$ cat src/rtl/sgs_pkg.sv
package sgs_pkg;

  // Configuration register indexes.
  typedef enum logic [2:0] {
    REG_IMAGE_WIDTH  = 3'd0,
    REG_IMAGE_HEIGHT = 3'd1,
    REG_KERNEL_RAD   = 3'd2,
    REG_COEF_INNER   = 3'd3,
    REG_COEF_OUTER   = 3'd4
  } sgs_reg_t;

  localparam int PIX_W      = 8;
  localparam int COEF_W     = 16;
  localparam int HVAL_W     = 16;   // 8.8 horizontal intermediate
  localparam int SMOOTH_W   = 15;
  localparam int ROW_W      = 11;
  localparam int CFG_W      = 64;
  localparam int DIM_W      = 11;
  localparam int RAD_W      = 3;
  localparam int HEIGHT_LIM = 1024;

  // Accumulator widths for at most fifteen taps.
  localparam int HDOT_W = 28;
  localparam int VDOT_W = 36;
  localparam int WSUM_W = 20;

  // Shared divider: quotient known to fit DIV_Q_W bits.
  localparam int DIV_Q_W   = 16;
  localparam int DIV_DEN_W = WSUM_W;
  localparam int DIV_NUM_W = DIV_DEN_W + DIV_Q_W;

  typedef struct packed {
    logic                 start;
    logic [DIV_NUM_W-1:0] num;
    logic [DIV_DEN_W-1:0] den;
  } div_req_t;

  typedef struct packed {
    logic               done;
    logic [DIV_Q_W-1:0] quot;
  } div_rsp_t;

  function automatic logic [COEF_W-1:0] tap_weight(input logic [CFG_W-1:0] inner,
                                                   input logic [CFG_W-1:0] outer,
                                                   input logic [2:0]       k);
    logic [5:0] base;
    base = {k[1:0], 4'b0000};
    if (k[2]) begin
      return outer[base +: COEF_W];
    end
    return inner[base +: COEF_W];
  endfunction

endpackage

$ cat src/rtl/sgs_cell.sv
module sgs_cell (
  input  logic                      clk,
  input  logic                      rst_n,
  input  logic                      shift_en,
  input  logic [sgs_pkg::PIX_W-1:0] pix_in,
  output logic [sgs_pkg::PIX_W-1:0] pix_out
);

  logic [sgs_pkg::PIX_W-1:0] pix_r;

  // Take the neighbor's pixel on each shift.
  always_ff @(posedge clk) begin
    if (!rst_n) begin
      pix_r <= '0;
    end else if (shift_en) begin
      pix_r <= pix_in;
    end
  end

  assign pix_out = pix_r;

endmodule

$ cat config.mk
export PLATFORM = sky130hd
export DESIGN_NAME = sgs_cell
export DESIGN_NICKNAME = d
export VERILOG_FILES = /design/src/rtl/sgs_pkg.sv /design/src/rtl/sgs_cell.sv
export SDC_FILE = /design/constraint.sdc
export NUM_CORES = 1
export LEC_CHECK = 0
export CELL_PAD_IN_SITES_DETAIL_PLACEMENT = 1
export CELL_PAD_IN_SITES_GLOBAL_PLACEMENT = 2
export CORE_AREA = 4 4 41 43
export CTS_CLUSTER_SIZE = 30
export DETAILED_ROUTE_END_ITERATION = 8
export DIE_AREA = 0 0 45 47
export DONT_BUFFER_PORTS = 1
export PLACE_DENSITY = 0.65
export SKIP_CTS_REPAIR_TIMING = 1
export SYNTH_ARGS = -nofsm -noshare
export SYNTH_HDL_FRONTEND = slang
export SYNTH_SLANG_ARGS = --single-unit
$ cat constraint.sdc
create_clock -name clk -period 0.8 [get_ports clk]
set_input_delay 0.16 -clock clk [delete_from_list [all_inputs] [get_ports clk]]
set_output_delay 0.16 -clock clk [all_outputs]
set_load 0.005 [all_outputs]
==> out/qor_table.md <==
| Metric | Reported |
|:---|:---|
| Total Routed Length | 612 um |
| Worst Path Max Fanout | 2 |
| Kind of critical path | flip-flop to output port |
| Reg clk slew, reported paths | 0.06 ns |
| Achievable frequency | 1.32 GHz |
| XOR/XNOR share of the synthesized area | 0% |
| Synth async-reset ratio | 0% |
| DRC errors left | 0 |
| Pwr per Cell Area | 2360 nW/um2 |
| Final period util | 94.7% |
| Vias per inst | 4.40 |
| Fill count | 157 |
| Synthesized-area fraction occupied by and/or/nand/nor cells | 16.6% |
| Maximum number of pins on one net before global-route repair | 9 |
| Warnings, synthesis | 0 |
| Leakage component of the power | 0.142 nW |
| Required time at the endpoint of the critical path | 0.64 ns |
| IO buf count | 0 |
| Post-DRT Antenna Nets | 0 |
| Routed met1 length | 250 um |
| Number of nets in the layout | 40 |
| Wire length of the first global-routing pass | 1010 um |
| Number of diodes | 0 |
| Total clock sinks | 8 |
| Grt total ovfl | 0 |
| Portion of netlist area occupied by mux cells | 26.6% |
| Root Driver | sky130_fd_sc_hd__clkbuf_4 |
| Clock tree from TritonCTS | done |
| Top cells by count, synth | sky130_fd_sc_hd__dfxtp_1 (8), sky130_fd_sc_hd__mux2i_1 (8), sky130_fd_sc_hd__nor2b_1 (8) |
| Final min period | 0.758 ns |
| Max reg flops | 8 |
| Number of synthesized register bits | 8 |
| TritonRoute pass-1 iters | 2 |
| GP Congestion | 0.556 |
| Largest cells by area after synthesis | sky130_fd_sc_hd__dfxtp_1 (53%), sky130_fd_sc_hd__mux2i_1 (27%), sky130_fd_sc_hd__nor2b_1 (17%) |
| Area of the multi-input gates | 130 um2 |
| Aggregate global-route resource usage | 7.52% |
| Net count after synthesis | 36 |
| Power Total | 0.000793 W |
| Arrival time of the worst setup path | 0.60 ns |
| Final hold vios | 0 |
| Crit. End Element | output port |
| Levels on crit path | 0 |
| Count of cells along the worst hold path | 1 |
| Post-Syn Area per Cell | 12.1 um2 |
| Cell count of the worst reg-to-reg path | 2 |
| Die width | 45 um |
| Vertical die dimension | 47 um |
| Number of global-route vias before repair | 213 |
| Startpoint class of the critical path | flip-flop |
| Die area | 2120 um2 |
| Top cell type's share of synthesized area | 53.1% |
| Number of enable flip-flop cells after synthesis | 0 |
| Dominant combinational cell family by area after synthesis | multiplexers |
| Setup violators final | 0 |
| Area added between synthesis and finish | 11.2% |
| Most area-hungry cell type in the Yosys netlist | sky130_fd_sc_hd__dfxtp_1 |
| Peak VDD IR | 0.721 mV |
| Starting Density | 23.2% |
| Number of pins with negative max-slew slack in the final report | 0 |
| Relative slew slack | 90.3% |
| Max Cap Viol | 0 |
| Maximum level of the CTS H-tree | 1 |
| Synthesized area | 302 um2 |
| Vias | 185 |
| Standard-cell rows | 13 |
| Placed wire-length estimate | 470 um |
| Inserted Clock Buffers | 3 |
| Sum of met2 wire segment lengths after detailed routing | 274 um |
| Average wire per standard cell | 14.6 um |
| Cell variety after synth | 4 |
| Worst setup skew after layout | 0 ns |
| Unrepaired setup endpoints after global routing | false |
| Number of antenna violations at the first check in global routing | 0 |
| Cells after Synth | 25 |
| First-iteration detailed-routing DRC count | 1 |
| Complex-gate fraction of the synthesized area | 0% |
| Number of buffers on the longest clock path | 2 |
| Storage element area | 164 um2 |
| Met3 routed wirelength | 87 um |
| Clock latency of the later-clocked register in the worst-skew pair | 0.24 ns |
| Highest routed metal layer | met3 |
| Worst hold path class | input port to flip-flop |
| Number of I/O pins | 19 |
| Sequential share of the synthesized area | 53.1% |
| Setup TNS after final layout | 0 ns |
| Result of the run | complete, no violations |
| Slew at the pin closest to its max-slew limit | 0.141 ns |
| Layout cell share with drive strength beyond 1 | 22.2% |
| Total core area | 1300 um2 |
| Primary flip-flop cell chosen by synthesis mapping | sky130_fd_sc_hd__dfxtp_1 |
| Synth Area in Adders | 0% |
==> kinds of logic (layout without fill, tap and decap cells) <==
logic type             after synthesis  in the layout
buffers and inverters                1              3
flip-flops                           8              8
multiplexers                         8              8
AND/OR/NAND/NOR                      8              8
==> power breakdown <==
part | total [W] | switching, W | internal, W
Clock | 0.000308 | 0.000136 | 0.000172
Sequential | 0.000442 | 0.0000173 | 0.000425
Combinational | 0.0000430 | 0.0000124 | 0.0000306
Total | 0.000793 | 0.000166 | 0.000627
==> path summary, 6_finish.rpt <==
| path | start | to | slack, ns |
|---|---|---|---|
| worst max-delay path | pix_out[4] | pix_out[4] | 0.04 |
| worst min-delay path | rst_n | pix_out[1] | 0.04 |
| worst max register to register | pix_out[4] | pix_out[4] | 0.16 |
| worst min register to register | pix_out[3] | pix_out[3] | 0.53 |
==> worst register-to-register path, cell delays in order, from the launching register on <==
cell                      delay, ns
sky130_fd_sc_hd__dfxtp_1       0.32
sky130_fd_sc_hd__mux2i_1       0.14
sky130_fd_sc_hd__nor2b_1       0.06
==> per-layer routing <==
metal  vias to the layer above  GRT usage, %
met1                        84          8.22
li1                         87             -
met2                        14          9.32
met5                         -             0
met3                         0          5.36
met4                         0          7.02
==> layout make-up <==
class,instances,area share (%)
multi-input combinational,16,38.8
tap,15,5.60
clock buffer,3,6.72
sequential,8,48.9
==> stage by stage <==
step	worst slack [ns]	instance area [um2]	hold WS, ns	utilization (%)	std cells
2_1_floorplan	0.183	302	0.288	-	25
3_3_place_gp	0.204	309	0.290	23.8	39
3_5_place_dp	0.154	309	0.296	23.8	39
4_1_cts	0.0159	332	0.0259	25.5	42
5_1_grt	0.00444	335	0.0275	25.8	42
6_report	0.0420	335	0.0356	25.8	42
==> cells in the final DEF (no fill, tap or decap), drive strengths merged <==
cell type / n
clkbuf: 3
dfxtp: 8
mux2i: 8
nor2b: 8
(Power assumes the default switching activity.)
