$ cat config.mk
export PLATFORM = sky130hd
export DESIGN_NAME = sgs_div
export DESIGN_NICKNAME = d
export VERILOG_FILES = /design/src/rtl/sgs_pkg.sv /design/src/rtl/sgs_div.sv
export SDC_FILE = /design/constraint.sdc
export NUM_CORES = 1
export LEC_CHECK = 0
export ABC_AREA = 1
export BUFFER_PORTS_ARGS = -buffer_cell sky130_fd_sc_hd__buf_4
export CAP_MARGIN = 20
export CORE_MARGIN = 5
export CORE_UTILIZATION = 37
export CTS_CLUSTER_SIZE = 14
export DETAILED_ROUTE_END_ITERATION = 16
export PLACE_DENSITY = 0.57
export RECOVER_POWER = 100
export SKIP_CTS_REPAIR_TIMING = 1
export SLEW_MARGIN = 20
export SYNTH_ARGS = -nofsm -noshare
export SYNTH_HDL_FRONTEND = slang
export SYNTH_SLANG_ARGS = --single-unit
export TNS_END_PERCENT = 50
$ cat constraint.sdc
create_clock -name clk -period 4.9 [get_ports clk]
set_input_delay 0.245 -clock clk [delete_from_list [all_inputs] [get_ports clk]]
set_output_delay 0.245 -clock clk [all_outputs]
set_load 0.05 [all_outputs]
$ cat src/rtl/sgs_pkg.sv
package sgs_pkg;

  // Configuration register indexes.
  typedef enum logic [2:0] {
    REG_IMAGE_WIDTH  = 3'd0,
    REG_IMAGE_HEIGHT = 3'd1,
    REG_KERNEL_RAD   = 3'd2,
    REG_COEF_INNER   = 3'd3,
    REG_COEF_OUTER   = 3'd4
  } sgs_reg_t;

  localparam int PIX_W      = 8;
  localparam int COEF_W     = 16;
  localparam int HVAL_W     = 16;   // 8.8 horizontal intermediate
  localparam int SMOOTH_W   = 15;
  localparam int ROW_W      = 11;
  localparam int CFG_W      = 64;
  localparam int DIM_W      = 11;
  localparam int RAD_W      = 3;
  localparam int HEIGHT_LIM = 1024;

  // Accumulator widths for at most fifteen taps.
  localparam int HDOT_W = 28;
  localparam int VDOT_W = 36;
  localparam int WSUM_W = 20;

  // Shared divider: quotient known to fit DIV_Q_W bits.
  localparam int DIV_Q_W   = 16;
  localparam int DIV_DEN_W = WSUM_W;
  localparam int DIV_NUM_W = DIV_DEN_W + DIV_Q_W;

  typedef struct packed {
    logic                 start;
    logic [DIV_NUM_W-1:0] num;
    logic [DIV_DEN_W-1:0] den;
  } div_req_t;

  typedef struct packed {
    logic               done;
    logic [DIV_Q_W-1:0] quot;
  } div_rsp_t;

  function automatic logic [COEF_W-1:0] tap_weight(input logic [CFG_W-1:0] inner,
                                                   input logic [CFG_W-1:0] outer,
                                                   input logic [2:0]       k);
    logic [5:0] base;
    base = {k[1:0], 4'b0000};
    if (k[2]) begin
      return outer[base +: COEF_W];
    end
    return inner[base +: COEF_W];
  endfunction

endpackage

$ cat src/rtl/sgs_div.sv
module sgs_div (
  input  logic              clk,
  input  logic              rst_n,
  input  sgs_pkg::div_req_t req,
  output sgs_pkg::div_rsp_t rsp
);

  localparam int QW = sgs_pkg::DIV_Q_W;
  localparam int DW = sgs_pkg::DIV_DEN_W;
  localparam int CW = $clog2(QW + 1);

  logic [DW-1:0] rem_r;
  logic [DW-1:0] den_r;
  logic [QW-1:0] lo_r;
  logic [QW-1:0] quot_r;
  logic [CW-1:0] cnt_r;
  logic          busy_r;
  logic          done_r;
  logic [DW:0]   trial;
  logic          fits;

  assign trial = {rem_r, lo_r[QW-1]};
  assign fits  = trial >= {1'b0, den_r};

  // Restoring division, one quotient bit per cycle.
  always_ff @(posedge clk) begin
    if (!rst_n) begin
      busy_r <= 1'b0;
      done_r <= 1'b0;
      cnt_r  <= '0;
    end else begin
      done_r <= 1'b0;
      if (req.start) begin
        rem_r  <= req.num[DW+QW-1:QW];
        lo_r   <= req.num[QW-1:0];
        den_r  <= req.den;
        quot_r <= '0;
        cnt_r  <= CW'(QW);
        busy_r <= 1'b1;
      end else if (busy_r) begin
        rem_r  <= fits ? DW'(trial - {1'b0, den_r}) : trial[DW-1:0];
        quot_r <= {quot_r[QW-2:0], fits};
        lo_r   <= {lo_r[QW-2:0], 1'b0};
        cnt_r  <= cnt_r - CW'(1);
        if (cnt_r == CW'(1)) begin
          busy_r <= 1'b0;
          done_r <= 1'b1;
        end
      end
    end
  end

  assign rsp.done = done_r;
  assign rsp.quot = quot_r;

endmodule

==> results.sh, run 1 <==
export IMPL_status="complete, but fails checks"
export IMPL_violations="max-capacitance violations, max-slew violations"
export IMPL_antenna_found_initial=0
export IMPL_max_freq_mhz=293
export IMPL_hp_class="primary input to flip-flop"
export IMPL_post_route_drc_count=0
export IMPL_ios=76
export IMPL_antenna_cells=0
export IMPL_netlist_instances=603
export IMPL_num_rows=41
export IMPL_r2r_cells=13
export IMPL_drt_first_pass_iters=4
export IMPL_cp_arrival_ns=3.45
export IMPL_drtAntennaViolNets=0
export IMPL_swShare=0.319
export IMPL_cts_tree="yes"
export IMPL_crit_path_end_kind="flip-flop"
export IMPL_ys_seq_area_frac=0.475
export IMPL_pwr_share_seq=0.423
export IMPL_die_height_um=124
export IMPL_post_route_min_period_ns=3.41
export IMPL_setup_tns_ns=0
export IMPL_grtUsageTotal=0.155
export IMPL_ys_top_cells_by_area="edfxtp_1 45%, nand2_1 17%, inv_1 7.1%"
export IMPL_clockPowerShare=0.324
export IMPL_crit_type="primary input to flip-flop"
export IMPL_synth_cell_types=39
export IMPL_hold_viol_final=0
export IMPL_cp_max_fo=55
export IMPL_synth_avg_cell_area_um2=8.03
export IMPL_fin_nets=759
export IMPL_ctsRootBufferMaster="clkbuf_16"
export IMPL_grt_remaining_overflow=0
export IMPL_skew_ns=0.0125
export IMPL_clk_path_buf_depth=2
export IMPL_maxSlewViolCount=56
export IMPL_ys_ff_latch=79
export IMPL_area_growth_pct=19.2
export IMPL_cp_required_ns=4.93
export IMPL_place_inst=838
export IMPL_p_leak_nw=2.81
export IMPL_setup_viol=0
export IMPL_crit_path_end="quot_r[15]"
export IMPL_ir_drop_uv=243
export IMPL_period_share=0.697
export IMPL_dieArea_um2=15500
export IMPL_crit_start="req[56]"
export IMPL_drive_gt1_frac=0.157
export IMPL_clk_latency_ns=0.35
export IMPL_wl_per_cell_um=13.7
export IMPL_rrSetupSlack_ns=2.28
export IMPL_final_util=0.454
export IMPL_drt_total_wl_um=11700
export IMPL_ys_warn_count=0
export IMPL_port_buffers=75
export IMPL_fp_dieW_um=124
export IMPL_ctsHtreeMaxLevel=3
export IMPL_tightest_slew_ns=2.48
export IMPL_yosysTopAreaCell="edfxtp_1"
export IMPL_power_density_nw_per_um2=336
export IMPL_final_cell_count_no_fill=853
export IMPL_drtIter0Drc=242
export IMPL_cts_sinks=79
export IMPL_regToRegStartpoint="rem_r[14]"
export IMPL_slew_headroom=-0.652
export IMPL_grt_pass1_vias=4003
export IMPL_combPwrFrac=0.253
export IMPL_numCtsBuffers=9
export IMPL_hpwlAfterDp_um=8600
export IMPL_power_internal_mw=1.32
export IMPL_switchingPower_mw=0.618
export IMPL_synth_top_area_frac=0.446
export IMPL_cap_viol_max_count=1
export IMPL_clk_pin_slew_worst_paths_ns=0.07
export IMPL_cp_start_kind="primary input"
export IMPL_vias=3966
export IMPL_grt_max_degree=56
export IMPL_start_util=0.381
export IMPL_viasPerCell=4.65
export IMPL_grt_pass1_wl_um=19500
export IMPL_syn_cell_area_um2=4840
export IMPL_coreArea_um2=12700
export IMPL_gp_congestion=0.907
export IMPL_synth_fp_nets=685
export IMPL_reg2reg_to="rem_r[18]"
export IMPL_rsz0062_at_grt="no"
## cells by family (layout without fill, tap and decap cells)
family | count (synthesis) | in the layout | share of synthesized area
DFF | 79 | 79 | 0.475
AOI/OAI and AO/OA | 22 | 22 | 0.0248
buffers and inverters | 116 | 194 | 0.0964
xor gates and xnor gates | 9 | 9 | 0.0163
and+or+nand+nor | 354 | 354 | 0.326
adders and majority gates | 23 | 23 | 0.0610
## metal layers
layer,vias to the layer above,GRT usage,wire (um),part of all wire
met1,1791,0.212,5730,0.49
met3,14,0.0364,645,0.055
li1,2052,-,-,-
met2,109,0.238,5080,0.44
met5,-,0,0,0
met4,0,0.0561,207,0.018
## worst max-delay path: stages
cell and delay [ns]:
clkbuf_1 1.74, inv_1 0.33, a21oi_4 0.72, buf_4 0.38
## cells in the mapped netlist, drive strengths merged
cell type / instances
o21ai: 4
o21bai: 1
xnor2: 6
nand3: 38
nand4: 2
or2: 1
a31oi: 1
clkinv: 2
fa: 1
xor2: 3
inv: 99
nor3: 5
ha: 22
o21a: 1
clkbuf: 6
and2: 1
edfxtp: 72
and3: 1
nor4: 2
nand2: 236
dfxtp: 7
nand3b: 23
a21oi: 15
nor2: 45
buf: 9
## cell usage in the layout (no fill, tap or decap), types with 7 or more instances in the layout
cell type and instances:
nor2_1 39, ha_1 22, inv_1 91, clkbuf_4 20
a21oi_1 13, nand2_2 11, nand3b_1 23, clkbuf_16 9
nand2_1 223, dfxtp_1 7, edfxtp_1 72, buf_4 40
inv_2 8, clkbuf_1 18, nand3_1 37
## stage by stage
stage / worst slack (ns) / instance area, um2 / hold slack, ns / total power, mW
final: 1.49 / 5770 / 0.0920 / 1.94
after global routing: 1.12 / 5770 / 0.0785 / 2.05
after global placement: 2.36 / 5570 / 0.423 / 1.33
after detailed placement: 2.29 / 5570 / 0.424 / 1.33
after floorplan: 1.02 / 4840 / 0.344 / 1.19
after CTS: 2.28 / 5840 / 0.0603 / 1.96
## how the worst min path moves through the flow
stage	from	end	slack (ns)	cells after the start
global placement	req[19]	den_r[19]	0.42	1
detailed placement	req[18]	den_r[18]	0.42	1
floorplan	req[0]	den_r[0]	0.34	0
CTS	req[18]	den_r[18]	0.06	1
global route	req[18]	den_r[18]	0.08	1
finish	req[18]	den_r[18]	0.09	1
## state kept, by name, indices dropped and copies added (netlist names)
| name | cells |
|---|---|
| quot_r | 16 |
| busy_r | 1 |
| done_r | 1 |
| cnt_r | 5 |
| rem_r | 20 |
| lo_r | 16 |
| den_r | 20 |
## power groups by stage
stage          sequential, mW  combinational [mW]  clock (mW)
6_report                0.819               0.491       0.628
5_1_grt                 0.824               0.555       0.667
3_3_place_gp            0.832               0.494           0
3_5_place_dp            0.833               0.496           0
2_1_floorplan           0.858               0.336           0
4_1_cts                 0.819               0.498       0.643
## cell type report
| cell class | instances | area (um2) |
|---|---|---|
| Timing Repair Buffer | 78 | 518 |
| Tap cell | 172 | 215 |
| Clock inverter | 6 | 46.3 |
| Clock buffer | 9 | 225 |
| Fill cell | 1332 | 6950 |
| Inverter | 101 | 379 |
| Sequential cell | 79 | 2300 |
| Multi-Input combinational cell | 408 | 2090 |
Power figures use the tool's default switching activity.
==> inputs of run 2 (changes only) <==
- clock period: 4.9 -> 3.2 ns (I/O delays scaled with it)
==> run 2 against run 1 <==
  * The flow still finishes with violations (max-capacitance violations, max-slew violations)
  * Flip-flop and latch count stayed put
  * Die area unchanged
  * Combinational power grew 55%
  * Utilization grew 1.5 points
  * Clock power is 53% higher
  * Clock skew fell by 0.0068 ns
  * First-iteration DRC count shrank 42%
  * Global-route usage grew 0.052 points
  * Power rose by 54%
  * Non-clock buffer count is 21 higher
  * Critical path depth grew 7
  * Critical endpoint is now rem_r[19]
  * Largest power group unchanged
==> results.sh, run 2 (synthesis results as in run 1) <==
export IMPL_grt_pass1_vias=4107
export IMPL_power_internal_mw=2.04
export IMPL_drtIter0Drc=140
export IMPL_drt_total_wl_um=11700
export IMPL_holdPathEnd="rem_r[3]"
export IMPL_hold_path_cell_count=3
export IMPL_drt_first_pass_iters=4
export IMPL_viasPerCell=4.61
export IMPL_fin_nets=780
export IMPL_path_cells="ha_1 > a21oi_1 > o21a_1 > nand2_1 > nor2_4 > clkbuf_1 > nand3_1 > nand2_1 > inv_1 > nand2_1 > nand2_1"
export IMPL_dieArea_um2=15500
export IMPL_max_stage_delay_ns=0.42
export IMPL_top_regs="den_r (20), rem_r (20)"
export IMPL_rsz0062_at_grt="no"
export IMPL_hold_viol_final=0
export IMPL_post_route_min_period_ns=2.65
export IMPL_gp_congestion=0.928
export IMPL_grt_pass1_wl_um=19700
export IMPL_path_delay_family="simple AND/OR/NAND/NOR gates"
export IMPL_hp_class="primary input to flip-flop"
export IMPL_reg2reg_to="rem_r[19]"
export IMPL_fill_cells=1306
export IMPL_crit_type="flip-flop to flip-flop"
export IMPL_ios=76
export IMPL_numCtsBuffers=9
export IMPL_worst_path_most_repeated_cell="nand2_1"
export IMPL_die_height_um=124
export IMPL_area_growth_pct=23.2
export IMPL_num_rows=41
export IMPL_final_area_um2=5970
export IMPL_layout_commonest_cell="nand2_1"
export IMPL_place_inst=839
export IMPL_crit_buf_inv=2
export IMPL_slew_headroom=-0.318
export IMPL_tightest_slew_ns=1.98
export IMPL_vias=4031
export IMPL_clk_latency_ns=0.34
export IMPL_skew_ns=0.00562
export IMPL_combPwrFrac=0.256
export IMPL_crit_path_end_kind="flip-flop"
export IMPL_final_util=0.469
export IMPL_post_route_drc_count=0
export IMPL_antenna_found_initial=0
export IMPL_seqCellArea_um2=2300
export IMPL_ctsRootBufferMaster="clkbuf_16"
export IMPL_start_util=0.381
export IMPL_post_dp_cell_area_um2=5590
export IMPL_grtUsageTotal=0.155
export IMPL_r2r_cells=11
export IMPL_drtAntennaViolNets=0
export IMPL_max_freq_mhz=377
export IMPL_final_cell_mix="223 x nand2_1, 91 x inv_1, 72 x edfxtp_1"
export IMPL_final_cell_count_no_fill=875
export IMPL_ctsHtreeMaxLevel=3
export IMPL_swShare=0.316
export IMPL_p_leak_nw=2.87
export IMPL_cp_required_ns=3.30
export IMPL_cp_max_fo=10
export IMPL_power_density_nw_per_um2=499
export IMPL_antenna_cells=0
export IMPL_switchingPower_mw=0.940
export IMPL_regToRegStartpoint="rem_r[17]"
export IMPL_port_buffers=75
export IMPL_period_share=0.829
export IMPL_cts_sinks=79
export IMPL_critPathSlowestCell="ha_1"
export IMPL_pwr_share_seq=0.422
export IMPL_multiInputGateArea_um2=2090
export IMPL_violations="max-capacitance violations, max-slew violations"
export IMPL_cap_viol_max_count=2
export IMPL_maxSlewViolCount=82
export IMPL_min_from="req[39]"
export IMPL_drive_gt1_frac=0.149
export IMPL_rrSetupSlack_ns=0.55
export IMPL_coreArea_um2=12700
export IMPL_cp_start_kind="flip-flop"
export IMPL_cts_tree="yes"
export IMPL_cp_arrival_ns=2.75
export IMPL_worstSetupPathDepth=11
export IMPL_fp_dieW_um=124
export IMPL_ir_drop_uv=358
export IMPL_grt_max_degree=53
export IMPL_status="complete, but fails checks"
export IMPL_hpwlAfterDp_um=8680
export IMPL_clk_pin_slew_worst_paths_ns=0.06
export IMPL_clockPowerShare=0.322
export IMPL_setup_tns_ns=0
export IMPL_wl_per_cell_um=13.4
export IMPL_grt_remaining_overflow=0
export IMPL_clk_path_buf_depth=2
export IMPL_setup_viol=0
run 2: per-stage QoR:
stage / setup slack (ns) / power [mW] / hold slack (ns)
3_5_place_dp: 0.669 / 2.04 / 0.340
6_report: 0.548 / 2.98 / 0.0861
4_1_cts: 0.653 / 3.01 / -0.0219
5_1_grt: 0.294 / 3.16 / 0.0747
3_3_place_gp: 0.668 / 2.03 / 0.338
2_1_floorplan: 0.606 / 1.83 / 0.259
run 2: worst register-to-register path: stages, from the launching register on:
cell and delay [ns]:
edfxtp_1 0.40, ha_1 0.42, a21oi_1 0.26, o21a_1 0.14, nand2_1 0.10, nor2_4 0.31
clkbuf_1 0.40, nand3_1 0.15, nand2_1 0.08, inv_1 0.06, nand2_1 0.05, nand2_1 0.04
run 2: worst max path at each step:
stage	start	endpoint	slack [ns]
after CTS	rem_r[17]	rem_r[18]	0.65
after detailed placement	rem_r[17]	rem_r[17]	0.67
final	rem_r[17]	rem_r[19]	0.55
after global routing	rem_r[17]	rem_r[19]	0.29
after global placement	rem_r[17]	rem_r[18]	0.67
after floorplan	req[56]	lo_r[0]	0.61
run 2: power groups by stage:
stage                     Combinational (mW)  Sequential, mW  Clock [mW]
final                                  0.761            1.26       0.959
after global routing                   0.864            1.26        1.03
after CTS                              0.768            1.26       0.986
after detailed placement               0.763            1.28           0
after global placement                 0.760            1.27           0
after floorplan                        0.515            1.31           0
run 2: final cells by class:
type,count,share of cell area
Tap cell,172,0.0361
Inverter,101,0.0635
Sequential cell,79,0.386
Timing Repair Buffer,99,0.119
Multi-Input combinational cell,408,0.349
Clock buffer,10,0.0384
Clock inverter,6,0.00755
run 2: per-layer routing:
| layer | track usage | routed length, um |
|---|---|---|
| met2 | 0.251 | 5380 |
| met1 | 0.202 | 5560 |
| met4 | 0.0342 | 93 |
| met3 | 0.0523 | 709 |
| met5 | 0 | 0 |
==> inputs of run 3 (changes only) <==
- PLACE_DENSITY: 0.57 -> 0.59
- clock period: 3.2 -> 2.2 ns (I/O delays scaled with it)
==> run 3 against run 2 <==
  * The flow now finishes without violations
  * Critical path depth is 2 higher
  * Non-clock buffer count rose by 38
  * Clock-buffer cell count down 1
  * Wire length is 12% higher
  * Register-to-register slack lost 0.48 ns
  * Sequential power rose by 46%
  * First-iteration DRC count is 44% higher
  * Combinational power rose by 83%
  * Via count rose by 6.2%
  * Flip-flop and latch count unchanged
  * Cell count rose by 4.3%
  * Critical endpoint is now rem_r[8]
==> results.sh, run 3 (synthesis results as in run 1) <==
export IMPL_die_height_um=124
export IMPL_drt_total_wl_um=13200
export IMPL_cp_arrival_ns=2.24
export IMPL_drtAntennaViolNets=0
export IMPL_skew_ns=0.00824
export IMPL_grt_pass1_wl_um=21100
export IMPL_post_dp_cell_area_um2=5820
export IMPL_multiInputGateArea_um2=2330
export IMPL_p_leak_nw=3.19
export IMPL_power_internal_mw=3.29
export IMPL_final_util=0.524
export IMPL_ir_drop_uv=402
export IMPL_top_usage_layer="met2"
export IMPL_ctsRootBufferMaster="clkbuf_16"
export IMPL_cts_sinks=79
export IMPL_ctsHtreeMaxLevel=3
export IMPL_dieArea_um2=15500
export IMPL_pwr_share_seq=0.384
export IMPL_drtIter0Drc=202
export IMPL_hpwlAfterDp_um=9670
export IMPL_grt_util_met3=0.0313
export IMPL_gp_congestion=0.857
export IMPL_combPwrFrac=0.290
export IMPL_grt_max_degree=54
export IMPL_vias=4281
export IMPL_cap_viol_max_count=0
export IMPL_final_cell_count_no_fill=913
export IMPL_clk_latency_ns=0.35
export IMPL_clk_pin_slew_worst_paths_ns=0.07
export IMPL_port_buffers=75
export IMPL_grt_pass1_vias=4286
export IMPL_seqCellArea_um2=2300
export IMPL_final_area_um2=6670
export IMPL_slew_headroom=0.697
export IMPL_num_rows=41
export IMPL_min_from="req[28]"
export IMPL_grt_remaining_overflow=0
export IMPL_hp_class="primary input to flip-flop"
export IMPL_viasPerCell=4.69
export IMPL_antenna_cells=0
export IMPL_status="complete, no violations"
export IMPL_crit_path_end_kind="flip-flop"
export IMPL_crit_type="flip-flop to flip-flop"
export IMPL_period_share=0.969
export IMPL_cp_max_fo=5
export IMPL_coreArea_um2=12700
export IMPL_post_route_drc_count=0
export IMPL_place_inst=868
export IMPL_fill_cells=1258
export IMPL_cp_start_kind="flip-flop"
export IMPL_layout_commonest_cell="nand2_1"
export IMPL_power_density_nw_per_um2=718
export IMPL_tightest_slew_ns=0.454
export IMPL_numCtsBuffers=9
export IMPL_ios=76
export IMPL_drt_first_pass_iters=4
export IMPL_antenna_found_initial=0
export IMPL_grtUsageTotal=0.169
export IMPL_wl_per_cell_um=14.4
export IMPL_fin_nets=818
export IMPL_maxSlewViolCount=0
export IMPL_start_util=0.381
export IMPL_post_route_min_period_ns=2.13
export IMPL_cp_required_ns=2.31
export IMPL_hold_viol_final=0
export IMPL_rsz0062_at_grt="yes"
export IMPL_regToRegStartpoint="rem_r[10]"
export IMPL_grtUsageMet2=0.272
export IMPL_top_regs="den_r (20), rem_r (20)"
export IMPL_switchingPower_mw=1.50
export IMPL_fp_dieW_um=124
export IMPL_rrSetupSlack_ns=0.07
export IMPL_max_freq_mhz=469
export IMPL_clk_path_buf_depth=2
export IMPL_drive_gt1_frac=0.270
export IMPL_swShare=0.313
export IMPL_crit_start="rem_r[10]"
export IMPL_final_cell_mix="216 x nand2_1, 91 x buf_4, 87 x inv_1"
export IMPL_cts_tree="yes"
export IMPL_use_met1=0.223
export IMPL_clockPowerShare=0.326
export IMPL_area_growth_pct=37.7
export IMPL_setup_viol=0
[run 3: cell types whose count changed in the layout (fill, tap and decap cells not counted), moves of 4 or more]
| cell | change |
|---|---|
| buf_4 | +54 |
| clkbuf_1 | -21 |
| ha_1 | -16 |
| ha_4 | +15 |
| inv_1 | -4 |
| inv_2 | +4 |
| nand2_1 | -7 |
| nand2_2 | +7 |
| nand3_1 | -5 |
| nand3_2 | +5 |
[run 3: path summary, 6_finish.rpt]
| kind | to | depth (start not counted) |
|---|---|---|
| setup / recovery | rem_r[8] | 13 |
| hold / removal | lo_r[8] | 3 |
| setup reg to reg | rem_r[8] | 13 |
| hold reg to reg | cnt_r[4] | 2 |
[run 3: cell type report]
class                           instances  share of cell area
Sequential cell                        79               0.345
Multi-Input combinational cell        408               0.350
Tap cell                              172              0.0323
Timing Repair Buffer                  137               0.170
Clock inverter                          7              0.0120
Clock buffer                            9              0.0338
Inverter                              101              0.0568
[run 3: power groups by stage]
stage	Combinational, mW	Clock, mW	Sequential, mW
4_1_cts	1.24	1.59	1.83
2_1_floorplan	0.751	0	1.91
3_3_place_gp	1.22	0	1.85
3_5_place_dp	1.23	0	1.86
6_report	1.39	1.56	1.84
5_1_grt	1.55	1.65	1.85
[run 3: per-stage QoR]
stage          TNS, ns  worst slack, ns  power, mW  hold WS, ns
2_1_floorplan        0            0.198       2.66        0.209
3_3_place_gp    -0.166          -0.0856       3.08        0.288
3_5_place_dp    -0.143          -0.0877       3.09        0.289
4_1_cts         -0.174           -0.102       4.66      -0.0785
5_1_grt         -0.851          -0.0724       5.06       0.0304
6_report             0           0.0672       4.79       0.0296
[run 3: worst max-delay path: stages (launching register included)]
cell      delay, ns
edfxtp_1       0.48
ha_4           0.34
nand2_2        0.06
inv_2          0.07
nand2_2        0.08
nor3_2         0.10
nand2_1        0.12
nand2_2        0.11
nand2_4        0.09
nand2_4        0.13
buf_4          0.14
nand2_1        0.06
nand3_1        0.06
nand2_1        0.06
[run 3: layer usage]
layer | wire length [um] | vias up
met2 | 6170 | 98
li1 | - | 2172
met1 | 6100 | 1993
met4 | 278 | 0
met5 | 0 | -
met3 | 624 | 18
